===== src/design/okvt_pkg.sv =====
// Shared types and constants for the ordered key/value table.
`default_nettype none

package okvt_pkg;

   localparam int DEPTH   = 64;
   localparam int KEY_W   = 32;
   localparam int VALUE_W = 32;
   localparam int POS_W   = 6;
   localparam int IDX_W   = $clog2(DEPTH);
   localparam int COUNT_W = $clog2(DEPTH + 1);

   typedef enum logic [1:0] {
      CMD_GET     = 2'd0,
      CMD_PUT     = 2'd1,
      CMD_REMOVE  = 2'd2,
      CMD_READ_AT = 2'd3
   } cmd_type;

   typedef enum logic [1:0] {
      ST_OK       = 2'd0,
      ST_FULL     = 2'd1,
      ST_ZERO_KEY = 2'd2,
      ST_RANGE    = 2'd3
   } status_type;

   // Request token that walks down the row of cells, collecting its answer.
   typedef struct packed {
      logic                 active;
      cmd_type              cmd;
      logic [KEY_W-1:0]     key;
      logic [VALUE_W-1:0]   value;
      logic [POS_W-1:0]     position;
      logic [COUNT_W-1:0]   count;
      logic                 found;
      logic                 appended;
      logic [KEY_W-1:0]     out_key;
      logic [VALUE_W-1:0]   out_value;
   } tok_type;

endpackage

`default_nettype wire


===== src/design/okvt_cell.sv =====
// One table slot: holds an entry and serves the token passing through it.
`default_nettype none

module okvt_cell
   import okvt_pkg::*;
(
   input  wire logic               clock,
   input  wire logic               reset,
   input  wire logic               advance,
   input  wire logic [IDX_W-1:0]   cell_index,
   input  wire tok_type            prev_tok,
   input  wire logic               up_pull,
   input  wire logic [KEY_W-1:0]   up_key,
   input  wire logic [VALUE_W-1:0] up_value,
   output tok_type                 tok_ff,
   output logic                    pull_down,
   output logic [KEY_W-1:0]        key_ff,
   output logic [VALUE_W-1:0]      value_ff
);

   tok_type              tok_in;
   logic [KEY_W-1:0]     key_in;
   logic [VALUE_W-1:0]   value_in;
   logic                 live;
   logic                 at_end;
   logic                 match;

   always_comb begin
      live   = {1'b0, cell_index} < prev_tok.count;
      at_end = {1'b0, cell_index} == prev_tok.count;
      match  = live && !prev_tok.found && (key_ff == prev_tok.key);
      tok_in   = prev_tok;
      key_in   = key_ff;
      value_in = value_ff;
      if (prev_tok.active) begin
         case (prev_tok.cmd)
            CMD_GET, CMD_REMOVE: begin
               if (match) begin
                  tok_in.found     = 1'b1;
                  tok_in.out_value = value_ff;
               end
            end
            CMD_PUT: begin
               if (match) begin
                  tok_in.found     = 1'b1;
                  tok_in.out_value = value_ff;
                  value_in         = prev_tok.value;
               end else if (at_end && !prev_tok.found && !prev_tok.appended
                            && (prev_tok.key != '0)) begin
                  tok_in.appended = 1'b1;
                  key_in          = prev_tok.key;
                  value_in        = prev_tok.value;
               end
            end
            CMD_READ_AT: begin
               if (live && (cell_index == prev_tok.position)) begin
                  tok_in.found     = 1'b1;
                  tok_in.out_key   = key_ff;
                  tok_in.out_value = value_ff;
               end
            end
            default: begin
            end
         endcase
      end
      // take the upper neighbor's entry while a removal closes the gap
      if (up_pull) begin
         key_in   = up_key;
         value_in = up_value;
      end
   end

   // once the removed key is behind the token, each cell hands its entry down
   assign pull_down = prev_tok.active && (prev_tok.cmd == CMD_REMOVE) && prev_tok.found;

   always_ff @(posedge clock) begin
      if (reset) begin
         tok_ff.active <= 1'b0;
      end else if (advance) begin
         tok_ff <= tok_in;
      end
   end

   always_ff @(posedge clock) begin
      if (advance) begin
         key_ff   <= key_in;
         value_ff <= value_in;
      end
   end

endmodule

`default_nettype wire


===== config.mk =====
export PLATFORM = sky130hd
export DESIGN_NAME = okvt_cell
export DESIGN_NICKNAME = d
export VERILOG_FILES = /design/src/design/okvt_pkg.sv /design/src/design/okvt_cell.sv
export SDC_FILE = /design/constraint.sdc
export NUM_CORES = 1
export LEC_CHECK = 0
export BUFFER_PORTS_ARGS = -buffer_cell sky130_fd_sc_hd__buf_2
export CAP_MARGIN = 20
export CORE_AREA = 4 4 168 170
export CTS_CLUSTER_DIAMETER = 30
export DETAILED_ROUTE_END_ITERATION = 6
export DIE_AREA = 0 0 172 174
export GPL_TIMING_DRIVEN = 1
export HOLD_SLACK_MARGIN = 0.15
export PLACE_DENSITY = 0.69
export SLEW_MARGIN = 20
export SYNTH_ARGS = -nofsm -noshare
export SYNTH_HDL_FRONTEND = slang
export SYNTH_SLANG_ARGS = --single-unit

===== constraint.sdc =====
create_clock -name clock -period 7.78 [get_ports clock]
set_input_delay 0.389 -clock clock [delete_from_list [all_inputs] [get_ports clock]]
set_output_delay 0.389 -clock clock [all_outputs]
set_load 0.02 [all_outputs]

Yosys cells after proc, flatten, opt, wreduce, memory -nomap -nowiden
Index checks and enable logic that the tools add are counted.
- input port bits: 220
- output and inout bits: 211
- logic and storage cells: 62
- register bits after elaboration: 210
- $lt $le $gt $ge: 1
- mux-type cells: 21
- bitwise logic cells: 1
- reductions and logical operators: 20
- eq/ne operators: 7
- operators by type and width (kind ; number):
    2-to-1 mux 32 bit ; 12
    2-to-1 mux 66 bit ; 1
    2-to-1 mux 64 bit ; 1
    one-hot mux 32 bit (2 select lines) ; 1
    equality test 32 bit ; 1
    nonzero test 32 bit ; 1
    logical AND 1 bit ; 8
    equality test 6 x 7 -> 1 bit ; 1
    less-than comparator 6 x 7 -> 1 bit ; 1
    equality test 6 bit ; 1
    nonzero test 2 bit ; 3
    2-to-1 mux 1 bit ; 5
    AND reduction 5 bit ; 1
    equality test 2 bit (second input constant) ; 2
    AND reduction 4 bit ; 1
    nonzero test 3 bit ; 1
    OR reduction 3 bit ; 1
    equality test 2 x 1 -> 1 bit (second input constant) ; 1
    zero test 1 bit ; 2
    zero test 2 bit ; 1
    inequality test 2 bit (second input constant) ; 1
    one-hot mux 1 bit (2 select lines) ; 1
    AND reduction 2 bit ; 1
    inverter 1 bit ; 1

Longest topological paths before layout
Gate-level depths: netlist of the first run.
- depth in word-level cells: 9
- mapped depth: 11
- depth with buffers taken out: 8

Least setup slack after synthesis of the first run
No wires, ideal clock.
- path type: input to register
- from: in reset
- to: reg tok_ff[0] (netlist bit) (enable)
- cell stages on the path: 1
- setup time: 0.671 ns
- arrival time: 6.819 ns
- slack: 0.290 ns
- data required time: 7.109 ns
- buffers on the path: 0
- cells stage by stage: nor2b_1
- word-level cells in the longest chain between the ends: 2
- RTL lines (what ; line ; RTL):
    start, declared ; okvt_cell.sv:8 ; input wire logic reset,
    inverter 1 bit (no source line) ; -- ;
    AND reduction 2 bit (no source line) ; -- ;
    end signal, assigned ; okvt_cell.sv:80 ; tok_ff <= tok_in;
    end, declared ; okvt_cell.sv:15 ; output tok_type tok_ff,
Every way passes these cells.
A chain may end at the register's enable or synchronous reset.

==> results of run 1 <==
## sequential cells by signal, indices dropped and copies added, names as in the netlist
name	flops
key_ff	32
tok_ff	146
value_ff	32
## metrics by stage
step,hold WS [ns],std cells
detailed placement,0.5054,1216
CTS,0.1501,1455
global placement,0.4700,1216
floorplan,0.4614,456
global route,0.1513,1456
finish,0.1701,1456
## cell families after synthesis
logic type | count (synthesis) | synth area share [%]
buf+inv | 22 | 1.635
mux | 129 | 17.88
xor+xnor | 38 | 3.814
fa+ha+maj | 6 | 0.8603
simple gates | 40 | 2.825
compound gates | 11 | 0.8318
flops | 210 | 72.15
## cell usage after synthesis, types with 2 or more instances
| library cell | count |
|---|---|
| nor4_1 | 13 |
| edfxtp_1 | 209 |
| a21oi_1 | 4 |
| nor2_1 | 5 |
| nor3_1 | 3 |
| clkbuf_1 | 5 |
| mux2_4 | 29 |
| xor2_1 | 23 |
| nand3_1 | 3 |
| ha_1 | 6 |
| buf_12 | 3 |
| mux2_2 | 99 |
| nand2_1 | 2 |
| nand4_1 | 6 |
| inv_1 | 7 |
| xnor2_1 | 15 |
| buf_2 | 3 |
| buf_1 | 3 |
## metal layers
layer,global-route usage (%),part of all wire [%],wire (um),vias up
li1,-,-,-,3065
met1,22.71,35,11570,3360
met2,37.57,52,17090,419
met3,7.482,10,3413,66
met4,6.060,2.6,860,2
met5,0,0.039,13,-
## final timing paths
kind | slack, ns | end | start | cells past startpoint
max | 4.19 | tok_ff[0]$_DFFE_PP_ | prev_tok[68] | 11
min | 0.17 | tok_ff[58]$_DFFE_PP_ | prev_tok[58] | 2
max reg2reg | 4.55 | tok_ff[0]$_DFFE_PP_ | key_ff[1]$_DFFE_PP_ | 7
min reg2reg | 0.58 | tok_ff[4]$_DFFE_PP_ | value_ff[4]$_DFFE_PP_ | 1
## area by class of cell
type	count	area, um2
multi-input combinational	224	2313
inverter	7	26.28
timing repair buffer	576	3618
fill	2116	12250
antenna	1	2.502
clock inverter	39	473.0
tap	341	426.7
sequential	210	6296
clock buffer	58	1324
## power by group
part,switching (mW),leakage (nW),internal (mW)
registers,0.0355,1.96,1.34
clock network,0.684,0.847,1.50
logic,0.245,3.18,0.193
==> run metrics, run 1 <==
Setup WS pre-CTS=around 4.2 ns; total gr overflow=0; CTS root buffer=clkbuf_16; part of the Yosys area used for sequential elements=between 70% and 80%; CTS tree=built; HP Class=primary input to register; DRT iter0 DRCs=around 400; largest net degree at the start of global routing=120; Worst Path Required=about 8 ns; WP buf/inv=4; Clock Skew=around 0.020 ns; Slew @ Worst Pin=between 0.9 and 1 ns; Critical Path Max Stage Delay=approximately 0.91 ns; Vias=~6900; Post-synth EDFFs=~210; most common cell after layout, fill and taps aside=buf_2; final cell area excluding filler cells=14480 um2; clk slew on worst S/H paths=roughly 0.05 ns; CTS resizes=0; commonest cells after routing, fill and taps aside=buf_2, edfxtp_1, dlygate4sd3_1; CTS Buf Count=52; Final WS setup=4.192 ns; I/O pin total=around 430; gpl congestion=~0.84; layout cell share with drive strength beyond 1=between 50% and 60%; Clock Tree Buf Depth=3; nets=around 1300; vias per inst=roughly 4.7; Final Hold Fails=0; Yosys top cell area share=a little under three quarters; RSZ-0062 raised after global routing=no; Slew HR=33.87%; Worst-Skew Late Latency=around 0.53 ns; Max Fclk=278.7 MHz; drt pass-1 iters=5; CP endpoint kind=register; synthesized area per cell=19.14 um2; wire per inst=roughly 23 um; Synth Register Bits=210; full die area=roughly 30000 um2; H-tree levels=2; Cell Pwr Density=roughly 280 nW/um2; post-synthesis cell area=roughly 8700 um2; ys flop type=edfxtp_1; Die Height=174 um; Synth area leader=edfxtp_1; Most common cell on crit path=a21oi_1; leakage power total=approximately 6.0 nW; Synth-to-Final Area Change=65.94%; vias in the first global route=around 7500; first-pass GRT wire length=46840 um; YS warnings=0; Die Width=about 170 um; Syn Inst Count=around 460; gr usage total=between 20% and 30%; antenna violations before repair=3; Netlist cell types=36; Cell Chain, Critical Path=dlygate4sd3_1, buf_2, inv_1, ha_1, a21oi_1, a21oi_1, nor2_1, and4_2, a41o_2, buf_4, mux2_2; Routed Antenna Nets=0; TritonCTS Sinks=210; slowest cell on the critical path=and4_2; row count=60; final slew viol count=0; CP delay by family, top=buffers and inverters; VDD IR max=172.0 uV; Worst Path Class, Setup=primary input to register; CP max FO=33; HPWL Detailed=22790 um; cts hold-fix bufs=between 100 and 150; Finished Core Util=~54%; Initial Util=between 30% and 40%; Final setup viols=0; Core ar.=26730 um2; Async S/R FF share, synth=0%; port bufs=430; Synth Net Count=between 600 and 700; dpl cell area=~11000 um2; Crit path arrival time=slightly below 4 ns; max_cap viols=0; final period utilization=approximately 46%; fin crit period=3.588 ns; status=completed; final WL=around 33000 um; dominant cells by area after synthesis=edfxtp_1, mux2_2, mux2_4, xor2_1, xnor2_1; DR DRC count=0; Power, Total=3.994 mW; Fin Setup TNS=0 ns; Post-CTS Setup Bufs=0; Worst setup SP type=primary input
(Power assumes the default switching activity.)
==> run 2, diff against run 1 <==
--- a/config.mk
+++ b/config.mk
@@ -5,15 +5,16 @@
 export SDC_FILE = /design/constraint.sdc
 export NUM_CORES = 1
 export LEC_CHECK = 0
+export ABC_AREA = 1
 export BUFFER_PORTS_ARGS = -buffer_cell sky130_fd_sc_hd__buf_2
 export CAP_MARGIN = 20
-export CORE_AREA = 4 4 168 170
+export CORE_AREA = 4 4 163 165
 export CTS_CLUSTER_DIAMETER = 30
 export DETAILED_ROUTE_END_ITERATION = 6
-export DIE_AREA = 0 0 172 174
+export DIE_AREA = 0 0 167 169
 export GPL_TIMING_DRIVEN = 1
 export HOLD_SLACK_MARGIN = 0.15
-export PLACE_DENSITY = 0.69
+export PLACE_DENSITY = 0.79
 export SLEW_MARGIN = 20
 export SYNTH_ARGS = -nofsm -noshare
 export SYNTH_HDL_FRONTEND = slang
==> constraint.sdc (replaced) <==
create_clock -name clock -period 3.1 [get_ports clock]
set_input_delay 0.155 -clock clock [delete_from_list [all_inputs] [get_ports clock]]
set_output_delay 0.155 -clock clock [all_outputs]
set_load 0.02 [all_outputs]
==> run metrics, run 2 <==
status=finished, violations left; failing checks=design-rule violations; RSZ-0062 raised after global routing=no; vias in the first global route=12200 (+62%); Cell Pwr Density=606.5 nW/um2 (+120%); Power, Total=10.20 mW (+160%); HP Class=primary input to register; cts hold-fix bufs=227 (+60%); Synth area leader=edfxtp_1; Largest Register=tok_ff; Syn Inst Count=1140 (+150%); Synth-to-Final Area Change=63.21%; most common cell after layout, fill and taps aside=buf_2; port bufs=430 (unchanged); WP buf/inv=2 (-2); Worst-Skew Late Latency=0.55 ns (+0.02 ns); gr usage total=29.06% (+8.3 points); Worst Path Class, Setup=register to register; clk slew on worst S/H paths=0.05 ns (about the same); CP delay by family, top=simple AND/OR/NAND/NOR gates; Initial Util=41.17% (+8.5 points); dpl cell area=12820 um2 (+14%); most frequent cell after synthesis=nand2_1; CP endpoint kind=register; Critical Path Max Stage Delay=0.46 ns (-0.45 ns); gpl congestion=0.8819 (+5.5%); Post-synth EDFFs=209 (unchanged); Most common cell on crit path=nand2_1; Max Fclk=a little under 400 MHz; Cell Chain, Critical Path=inv_2, nand2_1, nand2_1, nand2_1, nor2_1, nand2_1, nor2_1, nand3_4, nand2_1, nand4_1, nand2_2, buf_4; CP max FO=32 (-3.0%); CTS Buf Count=52 (unchanged); Layout Cells excl Fill=2191 (+50%); Final setup viols=0 (unchanged); Post-CTS Setup Bufs=0 (unchanged); Final Hold Fails=0 (unchanged); Netlist cell types=27 (-25%); final cell area excluding filler cells=16820 um2 (+16%); CTS tree=built; total gr overflow=0 (unchanged); Inst Count DP=1866 (+53%); vias per inst=5.269 (+11%); Yosys top cell area share=60.88% (-11 points); synthesized area per cell=9.043 um2 (-53%); hold slack=0.2345 ns (+0.06432 ns); nets=2043 (+58%); TritonCTS Sinks=210 (unchanged); YS warnings=0 (unchanged); final slew viol count=0 (unchanged); Largest register FFs=146 (unchanged); Core ar.=25040 um2 (-6.3%); Routed Antenna Nets=0 (unchanged); leakage power total=8.011 nW (+34%); Finished Core Util=67.20% (+13 points); HPWL Detailed=25850 um (+13%); Final WS setup=0.5475 ns (-3.645 ns); DR DRC count=2 (+2); DRT iter0 DRCs=1203 (+210%); drt pass-1 iters=7 (+2); synth cell count leaders=nand2_1, edfxtp_1, inv_1; H-tree levels=2 (unchanged); final period utilization=82.34%; full die area=28220 um2 (-5.7%); Top Registers=tok_ff (146), key_ff (32), value_ff (32); Vias=11540 (+67%); layout cell share with drive strength beyond 1=30.05% (-29 points); slowest cell on the critical path=edfxtp_1; Slew @ Worst Pin=0.7947 ns (-0.1973 ns); VDD IR max=580.7 uV (+240%); commonest cells after routing, fill and taps aside=buf_2, nand2_1, dlygate4sd3_1; ys flop type=edfxtp_1; final WL=42790 um (+30%); dominant cells by area after synthesis=edfxtp_1, nand2_1, inv_1, nor2_1, nand3_1; Setup WS pre-CTS=0.5332 ns (-3.623 ns); CTS resizes=0 (unchanged); Worst Path Required=3.27 ns (-4.79 ns); wire per inst=19.53 um (-14%); max_cap viols=0 (unchanged); Slew HR=47.02% (+13 points); Clock Skew=0.02963 ns (+0.009313 ns); CTS root buffer=clkbuf_16; Crit path arrival time=2.72 ns (-1.15 ns); I/O pin total=431 (unchanged); Fin Setup TNS=0 ns (unchanged); antenna violations before repair=2 (-1); Clock Tree Buf Depth=3 (unchanged); largest net degree at the start of global routing=81 (-33%); first-pass GRT wire length=65120 um (+39%); row count=58 (-3.3%); Synth Register Bits=210 (unchanged); Worst setup SP type=register; Die Width=167 um (-2.9%); part of the Yosys area used for sequential elements=61.08% (-11 points); fin crit period=2.552 ns; post-synthesis cell area=10310 um2 (+18%); Synth Net Count=1366 (+100%); Die Height=169 um (-2.9%); Async S/R FF share, synth=0% (unchanged)
==> run 2: area by class of cell <==
cell class	count	area, um2
clock inverters	36	401.6
repair buffers	675	4587
flip-flops and latches	210	6296
multi-input cells	721	3204
clock buffers	58	1324
well taps	330	412.9
fillers	1710	8212
diodes	4	10.01
inverters	157	589.3
==> run 2: routing by layer <==
layer,vias up,track usage (%),share of wire (%)
li1,5122,-,-
met1,5281,31.22,33
met2,896,50.35,49
met3,245,7.847,10
met4,0,19.25,6.9
met5,-,0,0
==> run 2: cell families after synthesis <==
logic type	share of synthesized area, %
AO/OA/AOI/OAI	5.001
XOR/XNOR	0.5947
adder cells (fa/ha/maj)	0.7282
buffers and inverters	8.095
flip-flops	61.08
AND/OR/NAND/NOR	24.51
==> run 2: where the power goes <==
part | internal, mW | switching [mW]
sequential | 3.37 | 0.0967
combinational | 0.559 | 0.863
clock | 3.63 | 1.70
==> run 2: worst reg2reg max path, delay by kind of cell (launching register included) <==
kind,cells,cell delay [ns]
flip-flops,1,0.46
AND/OR/NAND/NOR,10,1.15
buffers and inverters,2,0.53
==> run 2: final timing paths <==
path,from,to,slack (ns),cells after the start
max reg2reg,key_ff[10]$_DFFE_PP_,value_ff[17]$_DFFE_PP_,0.55,12
min reg2reg,key_ff[4]$_DFFE_PP_,tok_ff[36]$_DFFE_PP_,0.66,2
max,key_ff[10]$_DFFE_PP_,value_ff[17]$_DFFE_PP_,0.55,12
min,prev_tok[145],tok_ff[27]$_DFFE_PP_,0.23,3
==> run 3, diff against run 2 <==
--- a/config.mk
+++ b/config.mk
@@ -8,13 +8,13 @@
 export ABC_AREA = 1
 export BUFFER_PORTS_ARGS = -buffer_cell sky130_fd_sc_hd__buf_2
 export CAP_MARGIN = 20
-export CORE_AREA = 4 4 163 165
+export CORE_AREA = 4 4 166 168
 export CTS_CLUSTER_DIAMETER = 30
 export DETAILED_ROUTE_END_ITERATION = 6
-export DIE_AREA = 0 0 167 169
+export DIE_AREA = 0 0 170 172
 export GPL_TIMING_DRIVEN = 1
 export HOLD_SLACK_MARGIN = 0.15
-export PLACE_DENSITY = 0.79
+export PLACE_DENSITY = 0.74
 export SLEW_MARGIN = 20
 export SYNTH_ARGS = -nofsm -noshare
 export SYNTH_HDL_FRONTEND = slang
==> constraint.sdc (replaced) <==
create_clock -name clock -period 2.5 [get_ports clock]
set_input_delay 0.125 -clock clock [delete_from_list [all_inputs] [get_ports clock]]
set_output_delay 0.125 -clock clock [all_outputs]
set_load 0.02 [all_outputs]
==> run metrics, run 3 (synthesis results as in run 2) <==
Initial Util=39.78% (-1.4 points); Top Registers=tok_ff (146), key_ff (32), value_ff (32); CTS tree=built; status=completed; H-tree levels=2 (unchanged); RSZ-0062 raised after global routing=no; row count=59 (+1.7%); final slew viol count=0 (unchanged); leakage power total=8.087 nW (+0.95%); HPWL Detailed=26730 um (+3.4%); FF-to-FF path depth=13 (+1); most common cell after layout, fill and taps aside=buf_2; max_cap viols=0 (unchanged); final WL=43530 um (+1.7%); DRT iter0 DRCs=1159 (-3.7%); CP max FO=12 (-63%); reg2reg end=value_ff[1]$_DFFE_PP_; wire per inst=19.83 um (+1.5%); hold slack=0.1675 ns (-0.06699 ns); Max Fclk=446.1 MHz (+14%); TritonCTS Sinks=210 (unchanged); clk slew on worst S/H paths=0.05 ns (about the same); drt pass-1 iters=6 (-1); first-pass GRT wire length=64440 um (-1.0%); largest net degree at the start of global routing=84 (+3.7%); I/O pin total=431 (unchanged); Cell Pwr Density=774.4 nW/um2 (+28%); Die Width=170 um (+1.8%); HP Class=primary input to register; CTS root buffer=clkbuf_16; R2R setup slack=0.26 ns (-0.29 ns); slowest cell on the critical path=edfxtp_1; Clock Skew=0.01957 ns (-0.01006 ns); CP endpoint kind=register; WP buf/inv=3 (+1); Worst-Skew Late Latency=0.53 ns (-0.02 ns); Worst setup SP type=register; Worst Path Required=2.72 ns (-0.55 ns); full die area=29240 um2 (+3.6%); antenna violations before repair=1 (-1); DR DRC count=0 (-2); Critical Path Sink=value_ff[1]$_DFFE_PP_; worst r2r src=key_ff[8]$_DFFE_PP_; gr usage total=28.27% (-0.79 points); vias in the first global route=11880 (-2.6%); layout cell share with drive strength beyond 1=30.32% (+0.27 points); CP delay by family, top=simple AND/OR/NAND/NOR gates; Final setup viols=0 (unchanged); Post-CTS Setup Bufs=0 (unchanged); Power, Total=13.17 mW (+29%); Crit. Startpoint=key_ff[8]$_DFFE_PP_; total gr overflow=0 (unchanged); commonest cells after routing, fill and taps aside=buf_2, nand2_1, dlygate4sd3_1; Routed Antenna Nets=0 (unchanged); Vias=11540 (-0.061%); vias per inst=5.256 (-0.24%); VDD IR max=616.6 uV (+6.2%); gpl congestion=0.8761 (-0.66%); Final WS setup=0.2585 ns (-0.2890 ns); Most common cell on crit path=nand2_1; Largest Register=tok_ff; Slew HR=48.98% (+2.0 points); Cell Chain, Critical Path=inv_1, nand2_1, nand2_1, nand2_1, nor2_2, nand2_1, nor2_1, buf_4, nand3_4, nand2_1, nand4_1, nand2_2, buf_4; Worst Path Class, Setup=register to register; Crit path arrival time=2.46 ns (-0.26 ns); fin crit period=2.241 ns (-0.3110 ns); Worst path depth=13 (+1); Die Height=172 um (+1.8%); final period utilization=89.66% (+7.3 points); register area=6296 um2 (unchanged); Slew @ Worst Pin=0.7653 ns (-0.02939 ns); Largest register FFs=146 (unchanged); Final Hold Fails=0 (unchanged); Clock Tree Buf Depth=3 (unchanged); fill count=1873 (+9.5%); Multi-input gate area=3202 um2 (about the same); CTS Buf Count=50 (-3.8%); Critical Path Max Stage Delay=0.43 ns (-0.03 ns); port bufs=430 (unchanged); Setup WS pre-CTS=0.2460 ns (-0.2871 ns); nets=2043 (unchanged); Synth-to-Final Area Change=65.01%; Core ar.=25910 um2 (+3.5%)
run 3: cell types whose count changed in the layout (fill, tap and decap cells not counted), moves of 2 or more:
cell / delta
bufinv_16: +6
buf_12: +5
clkbuf_1: -4
clkinv_2: -4
buf_4: -3
clkinv_8: -3
clkinv_4: +2
inv_6: +2
nor2_2: +2
run 3: tightest hold or removal path, cell delays in order:
cell	delay, ns
buf_4	0.22
nand2_1	0.09
nand2_1	0.07
run 3: how the worst min path moves through the flow:
stage,from,to,slack (ns),cells after the start
6_report,up_pull,value_ff[31]$_DFFE_PP_,0.17,3
4_1_cts,up_pull,value_ff[31]$_DFFE_PP_,0.15,3
2_1_floorplan,reset,tok_ff[145]$_SDFFE_PP0P_,0.19,1
3_3_place_gp,prev_tok[88],tok_ff[88]$_DFFE_PP_,0.32,1
5_1_grt,up_pull,value_ff[31]$_DFFE_PP_,0.16,3
3_5_place_dp,prev_tok[68],tok_ff[68]$_DFFE_PP_,0.32,1
run 3: stage by stage:
| step | TNS (ns) | cells | cell area (um2) | utilization (%) |
|---|---|---|---|---|
| final | 0 | 2195 | 17010 | 65.65 |
| after global routing | 0 | 2192 | 17000 | 65.62 |
| after CTS | 0 | 2192 | 17000 | 65.61 |
| after detailed placement | 0 | 1873 | 12900 | 49.77 |
| after global placement | 0 | 1873 | 12900 | 49.77 |
| after floorplan | -38.36 | 1140 | 10320 | - |
run 3: where the power goes:
group          leakage (nW)  internal, mW  switching [mW]  total, mW
registers              1.96          4.17           0.124       4.30
clock network         0.887          5.03            2.07       7.10
logic                  5.24         0.698            1.07       1.77
total                  8.09          9.90            3.27       13.2
run 3: routing by layer:
| metal | vias up | part of all wire [%] | track usage (%) |
|---|---|---|---|
| li1 | 5125 | - | - |
| met1 | 5363 | 34 | 31.39 |
| met2 | 834 | 50 | 49.15 |
| met3 | 213 | 9.7 | 7.270 |
| met5 | - | 0.030 | 0 |
| met4 | 2 | 6.4 | 16.74 |
run 3: what timing repair did:
action                                  in CTS  in global routing
hold buffers                               227                  0
resized for setup                            0                  1
endpoints found under the hold margin      210                  0
endpoints found under the setup margin       0                  4
run 3: final cells by class:
cell class,count,share of cell area [%]
antenna,3,0.04413
tap,335,2.464
clock buffer,53,7.547
timing repair buffer,677,27.42
clock inverter,39,3.222
multi-input combinational,721,18.82
sequential,210,37.01
inverter,157,3.465
